<file path="src/rtl/core/tcc_pkg.sv">
`timescale 1ns / 1ps
// ---------------------------------------------------------------------------
// tcc_pkg
// Shared types and constants of the text console cursor controller.
// ---------------------------------------------------------------------------
package tcc_pkg;

	localparam int COL_W   = 6;
	localparam int ROW_W   = 5;
	localparam int CHAR_W  = 8;
	localparam int OP_W    = 2;
	localparam int CFG_W   = 6;
	localparam int IDX_W   = 2;
	localparam int IN_W    = 24;
	localparam int OUT_W   = 24;

	localparam logic [CFG_W-1:0] COLUMNS_RST = 6'd40;
	localparam logic [CFG_W-1:0] ROWS_RST    = 6'd25;
	localparam logic [CFG_W-1:0] ROWS_MAX    = 6'd32;

	localparam logic [CHAR_W-1:0] CH_RETURN  = 8'd13;
	localparam logic [CHAR_W-1:0] CH_NEWLINE = 8'd10;
	localparam logic [CHAR_W-1:0] CH_TAB     = 8'd9;
	localparam logic [CHAR_W-1:0] CH_SPACE   = 8'd32;

	typedef enum logic [OP_W-1:0] {
		OP_PRINT = 2'd0,
		OP_SETPOS = 2'd1,
		OP_HOME = 2'd2,
		OP_NONE = 2'd3
	} op_t;

	typedef enum logic [IDX_W-1:0] {
		REG_COLUMNS = 2'd0,
		REG_ROWS = 2'd1,
		REG_ENABLED = 2'd2,
		REG_NONE = 2'd3
	} reg_idx_t;

	typedef struct packed {
		logic set_pos;
		logic home;
		logic ret;
		logic tab_step;
		logic col_inc;
		logic next_line;
		logic latch_char;
		logic emit_char;
		logic emit_clear;
	} cmd_t;

	typedef struct packed {
		logic is_set;
		logic is_home;
		logic is_print;
		logic is_ret;
		logic is_nl;
		logic is_tab;
		logic tab_wrap;
		logic char_wrap;
		logic cols_zero;
		logic clr_last;
		logic slot_free;
	} status_t;

endpackage

</file>
<file path="src/rtl/core/tcc_ctrl.sv">
`timescale 1ns / 1ps
// ---------------------------------------------------------------------------
// tcc_ctrl
// Sequencer: decodes each item and steps the cell-write and line-clear runs.
// ---------------------------------------------------------------------------
module tcc_ctrl (
	input  logic              clk,
	input  logic              arst_n,
	input  logic              s_valid,
	output logic              s_ready,
	input  tcc_pkg::status_t  status,
	output tcc_pkg::cmd_t     cmd
);
	import tcc_pkg::*;

	typedef enum logic [1:0] {
		ST_IDLE,
		ST_CHAR,
		ST_CLEAR
	} state_t;

	state_t state_q;
	state_t state_nxt;

	always_comb begin
		cmd       = '0;
		state_nxt = state_q;
		s_ready   = 1'b0;
		case (state_q)
			ST_IDLE: begin
				s_ready = 1'b1;
				if (s_valid) begin
					if (status.is_set) begin
						cmd.set_pos = 1'b1;
					end else if (status.is_home) begin
						cmd.home = 1'b1;
					end else if (status.is_print) begin
						if (status.is_ret) begin
							cmd.ret = 1'b1;
						end else if (status.is_nl || (status.is_tab && status.tab_wrap)) begin
							cmd.next_line = 1'b1;
							if (!status.cols_zero)
								state_nxt = ST_CLEAR;
						end else if (status.is_tab) begin
							cmd.tab_step = 1'b1;
						end else begin
							cmd.latch_char = 1'b1;
							state_nxt = ST_CHAR;
						end
					end
				end
			end
			ST_CHAR: begin
				if (status.slot_free) begin
					cmd.emit_char = 1'b1;
					if (status.char_wrap) begin
						cmd.next_line = 1'b1;
						state_nxt = status.cols_zero ? ST_IDLE : ST_CLEAR;
					end else begin
						cmd.col_inc = 1'b1;
						state_nxt = ST_IDLE;
					end
				end
			end
			ST_CLEAR: begin
				if (status.slot_free) begin
					cmd.emit_clear = 1'b1;
					if (status.clr_last)
						state_nxt = ST_IDLE;
				end
			end
			default: begin
				state_nxt = ST_IDLE;
			end
		endcase
	end

	always_ff @(posedge clk or negedge arst_n) begin
		if (!arst_n) begin
			state_q <= ST_IDLE;
		end else begin
			state_q <= state_nxt;
		end
	end

endmodule

</file>
<file path="src/rtl/core/tcc_datapath.sv">
`timescale 1ns / 1ps
// ---------------------------------------------------------------------------
// tcc_datapath
// Cursor, settings, line-clear counter and the output beat register.
// ---------------------------------------------------------------------------
module tcc_datapath (
	input  logic                        clk,
	input  logic                        arst_n,
	input  logic                        cfg_we,
	input  logic [tcc_pkg::IDX_W-1:0]   cfg_index,
	input  logic [tcc_pkg::CFG_W-1:0]   cfg_data,
	input  logic [tcc_pkg::OP_W-1:0]    in_op,
	input  logic [tcc_pkg::IN_W-1:0]    in_data,
	input  tcc_pkg::cmd_t               cmd,
	output tcc_pkg::status_t            status,
	input  logic                        m_ready,
	output logic                        m_valid,
	output logic [tcc_pkg::OUT_W-1:0]   m_data,
	output logic                        m_last
);
	import tcc_pkg::*;

	logic [CFG_W-1:0]  columns_q;
	logic [CFG_W-1:0]  rows_q;
	logic              enabled_q;
	logic [COL_W-1:0]  col_q;
	logic [ROW_W-1:0]  row_q;
	logic [CHAR_W-1:0] char_q;
	logic [COL_W-1:0]  clr_q;

	logic              out_valid_q;
	logic [COL_W-1:0]  out_col_q;
	logic [ROW_W-1:0]  out_row_q;
	logic [CHAR_W-1:0] out_char_q;
	logic              out_last_q;

	logic [CHAR_W-1:0] in_char;
	logic [COL_W-1:0]  in_col;
	logic [ROW_W-1:0]  in_row;
	logic [CFG_W-1:0]  eff_rows;
	logic [COL_W:0]    tab_x;
	logic [COL_W:0]    inc_x;
	logic [CFG_W-1:0]  row_inc;
	logic [ROW_W-1:0]  row_adv;
	logic [COL_W:0]    clr_inc;

	assign in_char = in_data[7:0];
	assign in_col  = in_data[13:8];
	assign in_row  = in_data[18:14];

	assign eff_rows = (rows_q > ROWS_MAX) ? ROWS_MAX : rows_q;
	assign tab_x    = ({1'b0, col_q} + 7'd4) & ~7'd3;
	assign inc_x    = {1'b0, col_q} + 7'd1;
	assign row_inc  = {1'b0, row_q} + 6'd1;
	assign row_adv  = (row_inc >= eff_rows) ? '0 : row_inc[ROW_W-1:0];
	assign clr_inc  = {1'b0, clr_q} + 7'd1;

	always_comb begin
		status           = '0;
		status.is_set    = (in_op == OP_SETPOS);
		status.is_home   = (in_op == OP_HOME);
		status.is_print  = (in_op == OP_PRINT) && enabled_q;
		status.is_ret    = (in_char == CH_RETURN);
		status.is_nl     = (in_char == CH_NEWLINE);
		status.is_tab    = (in_char == CH_TAB);
		status.tab_wrap  = (tab_x >= {1'b0, columns_q});
		status.char_wrap = (inc_x >= {1'b0, columns_q});
		status.cols_zero = (columns_q == '0);
		status.clr_last  = (clr_inc == {1'b0, columns_q});
		status.slot_free = !out_valid_q || m_ready;
	end

	always_ff @(posedge clk or negedge arst_n) begin
		if (!arst_n) begin
			columns_q <= COLUMNS_RST;
			rows_q    <= ROWS_RST;
			enabled_q <= 1'b0;
		end else if (cfg_we) begin
			case (cfg_index)
				REG_COLUMNS: columns_q <= cfg_data;
				REG_ROWS:    rows_q    <= cfg_data;
				REG_ENABLED: enabled_q <= cfg_data[0];
				default: ;
			endcase
		end
	end

	always_ff @(posedge clk or negedge arst_n) begin
		if (!arst_n) begin
			col_q <= '0;
			row_q <= '0;
		end else begin
			if (cmd.set_pos) begin
				if (in_col < columns_q)
					col_q <= in_col;
				if ({1'b0, in_row} < eff_rows)
					row_q <= in_row;
			end
			if (cmd.home) begin
				col_q <= '0;
				row_q <= '0;
			end
			if (cmd.ret)
				col_q <= '0;
			if (cmd.tab_step)
				col_q <= tab_x[COL_W-1:0];
			if (cmd.col_inc)
				col_q <= inc_x[COL_W-1:0];
			if (cmd.next_line) begin
				col_q <= '0;
				row_q <= row_adv;
			end
		end
	end

	always_ff @(posedge clk) begin
		if (cmd.latch_char)
			char_q <= in_char;
		if (cmd.next_line)
			clr_q <= '0;
		else if (cmd.emit_clear)
			clr_q <= clr_inc[COL_W-1:0];
	end

	always_ff @(posedge clk or negedge arst_n) begin
		if (!arst_n) begin
			out_valid_q <= 1'b0;
		end else if (cmd.emit_char || cmd.emit_clear) begin
			out_valid_q <= 1'b1;
		end else if (m_ready) begin
			out_valid_q <= 1'b0;
		end
	end

	always_ff @(posedge clk) begin
		if (cmd.emit_char) begin
			out_col_q  <= col_q;
			out_row_q  <= row_q;
			out_char_q <= char_q;
			out_last_q <= !status.char_wrap || status.cols_zero;
		end else if (cmd.emit_clear) begin
			out_col_q  <= clr_q;
			out_row_q  <= row_q;
			out_char_q <= CH_SPACE;
			out_last_q <= status.clr_last;
		end
	end

	assign m_valid = out_valid_q;
	assign m_data  = {5'd0, out_char_q, out_row_q, out_col_q};
	assign m_last  = out_last_q;

endmodule

</file>
<file path="src/rtl/core/text_console_cursor_top.sv">
`timescale 1ns / 1ps
// ---------------------------------------------------------------------------
// text_console_cursor_top
// Text console cursor controller: turns print, set-position and home
// commands into a stream of character cell writes.
// ---------------------------------------------------------------------------
// Usage:
//   s_axis carries one command per beat: tuser holds the operation, tdata the
//   character and the requested column and row. m_axis carries one cell write
//   per beat, tlast marking the final write caused by a command.
//   cfg_we/cfg_index/cfg_data write columns, rows and enabled; write them only
//   while no command is in flight.
// Timing:
//   Cursor commands, return, and tabs within the row complete as they are
//   accepted. A printable character is accepted first, then its cell write is
//   loaded into the output register. A row advance adds one clearing write per
//   column. The single output register and the sequencer limit the rate to one
//   beat per cycle while m_axis_tready is high; the first beat is loaded from
//   the ST_CHAR or ST_CLEAR state after the command is taken.
// Reset: cursor at column 0, row 0; 40 columns, 25 rows, printing disabled.
// Stall: while m_axis_tready is low the output beat holds and the sequencer
//   waits; s_axis_tready stays low until the current command has been fully
//   loaded into the output register.
// ---------------------------------------------------------------------------
module text_console_cursor_top (
	input  logic                        clk,
	input  logic                        arst_n,
	input  logic                        cfg_we,
	input  logic [tcc_pkg::IDX_W-1:0]   cfg_index,
	input  logic [tcc_pkg::CFG_W-1:0]   cfg_data,
	input  logic                        s_axis_tvalid,
	output logic                        s_axis_tready,
	// [7:0] char_code, [13:8] new_col, [18:14] new_row, [23:19] zero
	input  logic [tcc_pkg::IN_W-1:0]    s_axis_tdata,
	// [1:0] operation
	input  logic [tcc_pkg::OP_W-1:0]    s_axis_tuser,
	output logic                        m_axis_tvalid,
	input  logic                        m_axis_tready,
	// [5:0] cell_col, [10:6] cell_row, [18:11] cell_char, [23:19] zero
	output logic [tcc_pkg::OUT_W-1:0]   m_axis_tdata,
	output logic                        m_axis_tlast
);
	import tcc_pkg::*;

	cmd_t    cmd;
	status_t status;

	tcc_ctrl u_ctrl (
		.clk     (clk),
		.arst_n  (arst_n),
		.s_valid (s_axis_tvalid),
		.s_ready (s_axis_tready),
		.status  (status),
		.cmd     (cmd)
	);

	tcc_datapath u_datapath (
		.clk       (clk),
		.arst_n    (arst_n),
		.cfg_we    (cfg_we),
		.cfg_index (cfg_index),
		.cfg_data  (cfg_data),
		.in_op     (s_axis_tuser),
		.in_data   (s_axis_tdata),
		.cmd       (cmd),
		.status    (status),
		.m_ready   (m_axis_tready),
		.m_valid   (m_axis_tvalid),
		.m_data    (m_axis_tdata),
		.m_last    (m_axis_tlast)
	);

	a_emit_needs_slot: assert property (@(posedge clk) disable iff (!arst_n)
		(cmd.emit_char || cmd.emit_clear) |-> status.slot_free)
		else $error("cell write loaded over a pending beat");

	a_no_emit_on_accept: assert property (@(posedge clk) disable iff (!arst_n)
		(s_axis_tvalid && s_axis_tready) |-> !(cmd.emit_char || cmd.emit_clear))
		else $error("cell write issued while taking a command");

	a_clear_end_idle: assert property (@(posedge clk) disable iff (!arst_n)
		(cmd.emit_clear && status.clr_last) |=> s_axis_tready)
		else $error("sequencer not idle after final clearing write");

	a_emit_sets_valid: assert property (@(posedge clk) disable iff (!arst_n)
		(cmd.emit_char || cmd.emit_clear) |=> m_axis_tvalid)
		else $error("loaded cell write not presented");

endmodule
</file>
<file path="config.mk">
export PLATFORM = sky130hd
export DESIGN_NAME = text_console_cursor_top
export DESIGN_NICKNAME = d
export VERILOG_FILES = /design/src/rtl/core/tcc_pkg.sv /design/src/rtl/core/tcc_ctrl.sv /design/src/rtl/core/tcc_datapath.sv /design/src/rtl/core/text_console_cursor_top.sv
export SDC_FILE = /design/constraint.sdc
export NUM_CORES = 1
export LEC_CHECK = 0
export BUFFER_PORTS_ARGS = -buffer_cell sky130_fd_sc_hd__buf_2
export CORE_ASPECT_RATIO = 1.1
export CORE_MARGIN = 3
export CORE_UTILIZATION = 50
export DETAILED_ROUTE_END_ITERATION = 16
export PLACE_DENSITY = 0.69
export SYNTH_ARGS = -nofsm -noshare
export SYNTH_HDL_FRONTEND = slang
export SYNTH_HIERARCHICAL = 1
export SYNTH_SLANG_ARGS = --single-unit
</file>
<file path="constraint.sdc">
create_clock -name clk -period 5.8 [get_ports clk]
set_clock_uncertainty 0.1 [all_clocks]
set_input_delay 0 -clock clk [delete_from_list [all_inputs] [get_ports clk]]
set_output_delay 0 -clock clk [all_outputs]
set_load 0.02 [all_outputs]
</file>
# After elaboration in Yosys (flattened, before gate mapping)
# Cells that the tools add are included.
# W data, S select, Z words.
dict set report totals {
  wordCells 133
  regBits 61
  output_inout_bits 27
  in_bits 39
}
dict set report op_classes {
  addsub 4
  mux 66
  n_reduce_logical 24
  order_cmp 6
  eq_ne 20
}
# op n
set op_table {}
lappend op_table {{$mux W6} 10}
lappend op_table {{$mux W2} 21}
lappend op_table {{$mux W5} 7}
lappend op_table {{$eq A8 B4 Y1 const B} 3}
lappend op_table {{$mux W1} 21}
lappend op_table {{$mux W8} 2}
lappend op_table {{$ne A2 B2 Y1 const B} 8}
lappend op_table {{$add A6 B1 Y7 const B} 2}
lappend op_table {{$ge A7 B6 Y1} 2}
lappend op_table {{$reduce_bool A6 Y1} 2}
lappend op_table {{$reduce_and A10 Y1} 1}
lappend op_table {{$reduce_and A2 Y1} 5}
lappend op_table {{$mux W4} 2}
lappend op_table {{$add A6 B3 Y7 const B} 1}
lappend op_table {{$eq A7 B6 Y1} 1}
lappend op_table {{$add A5 B1 Y6 const B} 1}
lappend op_table {{$eq A2 B1 Y1 const B} 3}
lappend op_table {{$eq A2 B2 Y1 const B} 3}
lappend op_table {{$ge A6 B6 Y1} 1}
lappend op_table {{$gt A6 B6 Y1 const B} 1}
lappend op_table {{$logic_not A2 Y1} 3}
lappend op_table {{$logic_not A6 Y1} 1}
lappend op_table {{$lt A5 B6 Y1} 1}
lappend op_table {{$lt A6 B6 Y1} 1}
lappend op_table {{other kinds (9)} 17}

# Logic depth before layout (Yosys ltp)
dict set report logic_depth {
  ltp_word 17
  depth_mapped 14
}

# Hierarchy
# The synthesis kept the hierarchy.
# module seq_area_each_um2 area_per_inst_um2 cells_per_inst instances
set modules_own_cells {}
lappend modules_own_cells {tcc_datapath 1592.8 3385.7 315 1}
lappend modules_own_cells {tcc_ctrl 50.0 246.5 26 1}

# Least setup slack after synthesis
# Ideal clock, no wire load.
dict set report synth_path {
  kind {reg-to-reg}
  startpoint {register u_datapath.col_q[0]}
  endpoint {register u_datapath.col_q[0]}
  slack_ns 2.664
  period_less_slack_ns 3.136
  arrival_time_ns 2.911
  stages_incl_launch_ff 13
  cell_sequence {dfrtp_1 -> ha_1 -> xor2_1 -> ha_1 -> a21oi_1 -> o21ai_0 -> a41o_1 -> nand2_1 -> o21ai_0 -> nor2_1 -> nand2_1 -> nor2_1 -> mux2_2}
}
# element line
set synth_rtl {}
lappend synth_rtl {{from (decl)} tcc_datapath.sv:26} ;# logic [COL_W-1:0] col_q;
lappend synth_rtl {{from (signal assigned)} tcc_datapath.sv:95} ;# col_q <= in_col;
lappend synth_rtl {{from (signal assigned)} tcc_datapath.sv:106} ;# col_q <= tab_x[COL_W-1:0];
lappend synth_rtl {{from (signal assigned)} tcc_datapath.sv:108} ;# col_q <= inc_x[COL_W-1:0];

==> results.yml <==
setup_path:
  worstPathRequired_ps: 5920
  worstPathArrival_ps: 3760
  endpoint_kind: "flip-flop"
  cpMostUsedCell: "nand2_1"
  cpPeakStageDelay_ps: 490
  crit_path_max_fanout: 8
  path_cells: "ha_1 > nand2_1 > xnor2_1 > ha_1 > a21oi_1 > o21ai_0 > a41o_1 > nand2_1 > o21ai_0 > nor2_1 > nand2_1 > nor2_1 > mux2_2"
  cp_num_buf_inv: 0
  crit_slowest_cell: "dfrtp_1"
  start_kind: "flip-flop"
  rrSetupSlack_ps: 2170
  timing.setup.critical_path_class: "reg -> reg"
  path_delay_family: "simple AND/OR/NAND/NOR gates"
worst_hold_path:
  min_path_type: "in -> reg"
grt:
  busiest_layer: "met2"
  grt_overflow: 0
  track_usage_pct: 20.3
  grt_pass1_wl_um: 12700
  grt_pass1_vias: 2755
  use_met2_pct: 32.9
  met3_usage_pct: 5.10
  antenna_found_initial: 0
  use_met1_pct: 24.9
  grt_max_degree: 28
placed_design:
  gp_congestion: 0.848
  placed_cells: 470
  portBuffers: 55
  hpwl_um: 5800
floorplanning:
  ios: 66
  fp.coreArea_um2: 6830
  die_h_um: 95.4
  start_util_pct: 53.2
  die_w_um: 87.3
  dieArea_um2: 8320
  fp-row-count: 31
logic_synthesis:
  ys_ff_latch: 61
  synth_area_per_cell_um2: 10.7
  synth_edf_count: 28
  async_reset_ff_share_pct: 44.3
  syn_inst: 341
  ys_seq_area_share_pct: 45.2
  ys.warnings.count: 6
  ys.flop_type: "edfxtp_1"
  ys_types: 59
  syn_area_um2: 3630
route:
  routed_wl_um: 7990
  vias: 2793
  dr.pass1.iters: 4
  drt_iter0_markers: 114
  drc: 0
  final_antenna_net_count: 0
  viasPerCell: 5.39
  wl_per_cell_um: 15.4
timing:
  tightest_slew_ps: 1040
  period_share_pct: 62.7
  hold_viol: 0
  setup_viol: 0
  max_freq_mhz: 275
  drv_slew: 0
  tns_ps: 0
  rsz0062_at_grt: "false"
  post-route-min-period_ps: 3630
  relSlewSlack_pct: 30.6
pwr:
  power_mw: 1.47
  ir_drop_mv: 0.225
  power_leakage_nw: 1.91
  p_per_area_nw_per_um2: 327
cts:
  clkSinkCount: 61
  htreeDepth: 3
  cts.clk_slew.worst_paths_ps: 60
  clockBufferDepth: 2
  post_cts_buffers: 0
  cts_root_buf: "clkbuf_8"
  cts_tree: "built"
  clk_latency_ps: 340
  cts_made_buffers: 9
  ctsResizeCount: 0
run:
  maxCapViolations: 0
outcome:
  status: "complete, no violations"
final_layout:
  layout.cells.non_filler: 518
  insertedDiodeCount: 0
  drive_above_1_share_pct: 23.9
  nNetsFinal: 499
  synthToLayoutAreaGrowth_pct: 23.9
-- cells by family after synthesis --
family                   after synthesis  synth area share (%)
AO/OA/AOI/OAI                         58                  11.2
XOR/XNOR                              20                  4.82
AND/OR/NAND/NOR                      125                  19.2
multiplexers                          20                  6.13
adder cells (fa/ha/maj)               29                  9.99
other                                  1                 0.103
buffers and inverters                 27                  3.31
flip-flops                            61                  45.2
-- where the power goes --
part / internal, mW / total (mW) / switching (mW)
Clock: 0.239 / 0.410 / 0.171
Combinational: 0.221 / 0.465 / 0.245
Sequential: 0.516 / 0.596 / 0.0799
Total: 0.976 / 1.47 / 0.495
-- per-layer routing --
| metal | vias up | wire length [µm] |
|---|---|---|
| li1 | 1421 | - |
| met1 | 1286 | 3500 |
| met2 | 76 | 3920 |
| met3 | 10 | 397 |
| met4 | 0 | 164 |
| met5 | - | 0 |
-- what timing repair did --
item	in CTS	in global routing
endpoints found under the hold margin	57	0
hold buffers	32	0
endpoints found under the setup margin	0	0
-- state kept, by name, indices dropped and copies added (netlist names) --
register	flops
u_datapath/char_q	8
u_datapath/out_char_q	8
u_datapath/clr_q	6
u_datapath/col_q	6
u_datapath/columns_q	6
u_datapath/out_col_q	6
u_datapath/rows_q	6
u_datapath/out_row_q	5
u_datapath/row_q	5
u_ctrl/state_q	2
u_datapath/enabled_q	1
u_datapath/m_last	1
u_datapath/m_valid	1
-- area by class of cell --
cell class | count | area [µm²]
fill | 541 | 2330
timing repair buffer | 88 | 603
multi-input combinational | 257 | 1880
sequential | 61 | 1640
inverter | 14 | 52.6
clock inverter | 7 | 90.1
clock buffer | 9 | 124
tap | 82 | 103
-- worst register-to-register path, cell delays in order (launching register included) --
cell and delay (ps):
dfrtp_1 490, ha_1 280, nand2_1 90, xnor2_1 220
ha_1 290, a21oi_1 120, o21ai_0 90, a41o_1 260
nand2_1 70, o21ai_0 120, nor2_1 420, nand2_1 210
nor2_1 400, mux2_2 390
-- cell usage after synthesis (3+ instances only) --
master / n / area, µm²
a211o_1: 3 / 26.3
nor2b_1: 10 / 62.6
nand2b_1: 7 / 43.8
dfrtp_1: 22 / 551
nand3b_1: 5 / 37.5
edfxtp_1: 28 / 841
buf_4: 5 / 37.5
nor2_1: 22 / 82.6
xor2_1: 9 / 78.8
ha_1: 29 / 363
o211ai_1: 3 / 22.5
dfxtp_1: 6 / 120
o21ai_0: 14 / 70.1
nand3_1: 10 / 50.1
nor3_1: 5 / 25.0
nor3b_1: 4 / 30.0
xnor2_1: 11 / 96.3
and2_1: 8 / 50.1
mux2_2: 18 / 203
nand2_1: 34 / 128
a21oi_1: 13 / 65.1
clkbuf_1: 8 / 30.0
and3_1: 3 / 18.8
or2_2: 4 / 25.0
inv_1: 13 / 48.8
dfstp_2: 5 / 131
-- cells in the final DEF, fill, tap and decap left out, types with 6 or more instances in the layout --
cell	netlist	layout
mux2_2	18	18
dfrtp_1	22	22
ha_1	29	29
nand2_1	34	34
dfxtp_1	6	6
nor2b_1	10	10
buf_2	0	55
and2_1	8	8
nand3_1	10	10
edfxtp_1	28	28
inv_1	13	13
a21oi_1	13	13
xnor2_1	11	11
nor2_1	22	22
dlygate4sd3_1	0	32
xor2_1	9	9
clkbuf_8	0	9
nand2b_1	7	7
o21ai_0	14	14
-- metrics by stage --
step,worst slack (ps),area (µm²),util [%],hold WS [ps]
CTS,2190,4500,65.9,11.4
global route,1870,4500,65.9,69.4
global placement,2210,3970,58.1,-54.4
finish,2170,4500,65.9,27.8
detailed placement,2230,3970,58.1,-40.2
floorplan,2660,3650,-,-396
-- worst paths after layout --
| check | end | start | cells after the start |
|---|---|---|---|
| worst min-delay path | u_datapath/col_q[2] | s_axis_tdata[10] | 3 |
| worst max-delay path | u_datapath/col_q[0] | u_datapath/col_q[2] | 13 |
| worst max register to register | u_datapath/col_q[0] | u_datapath/col_q[2] | 13 |
| min in group asynchronous | u_datapath/row_q[2] | arst_n | 2 |
| max in group asynchronous | u_ctrl/state_q[1] | arst_n | 2 |
| worst min register to register | u_datapath/out_char_q[5] | u_datapath/char_q[5] | 1 |
Note: power is estimated with default switching activity, not from simulation.
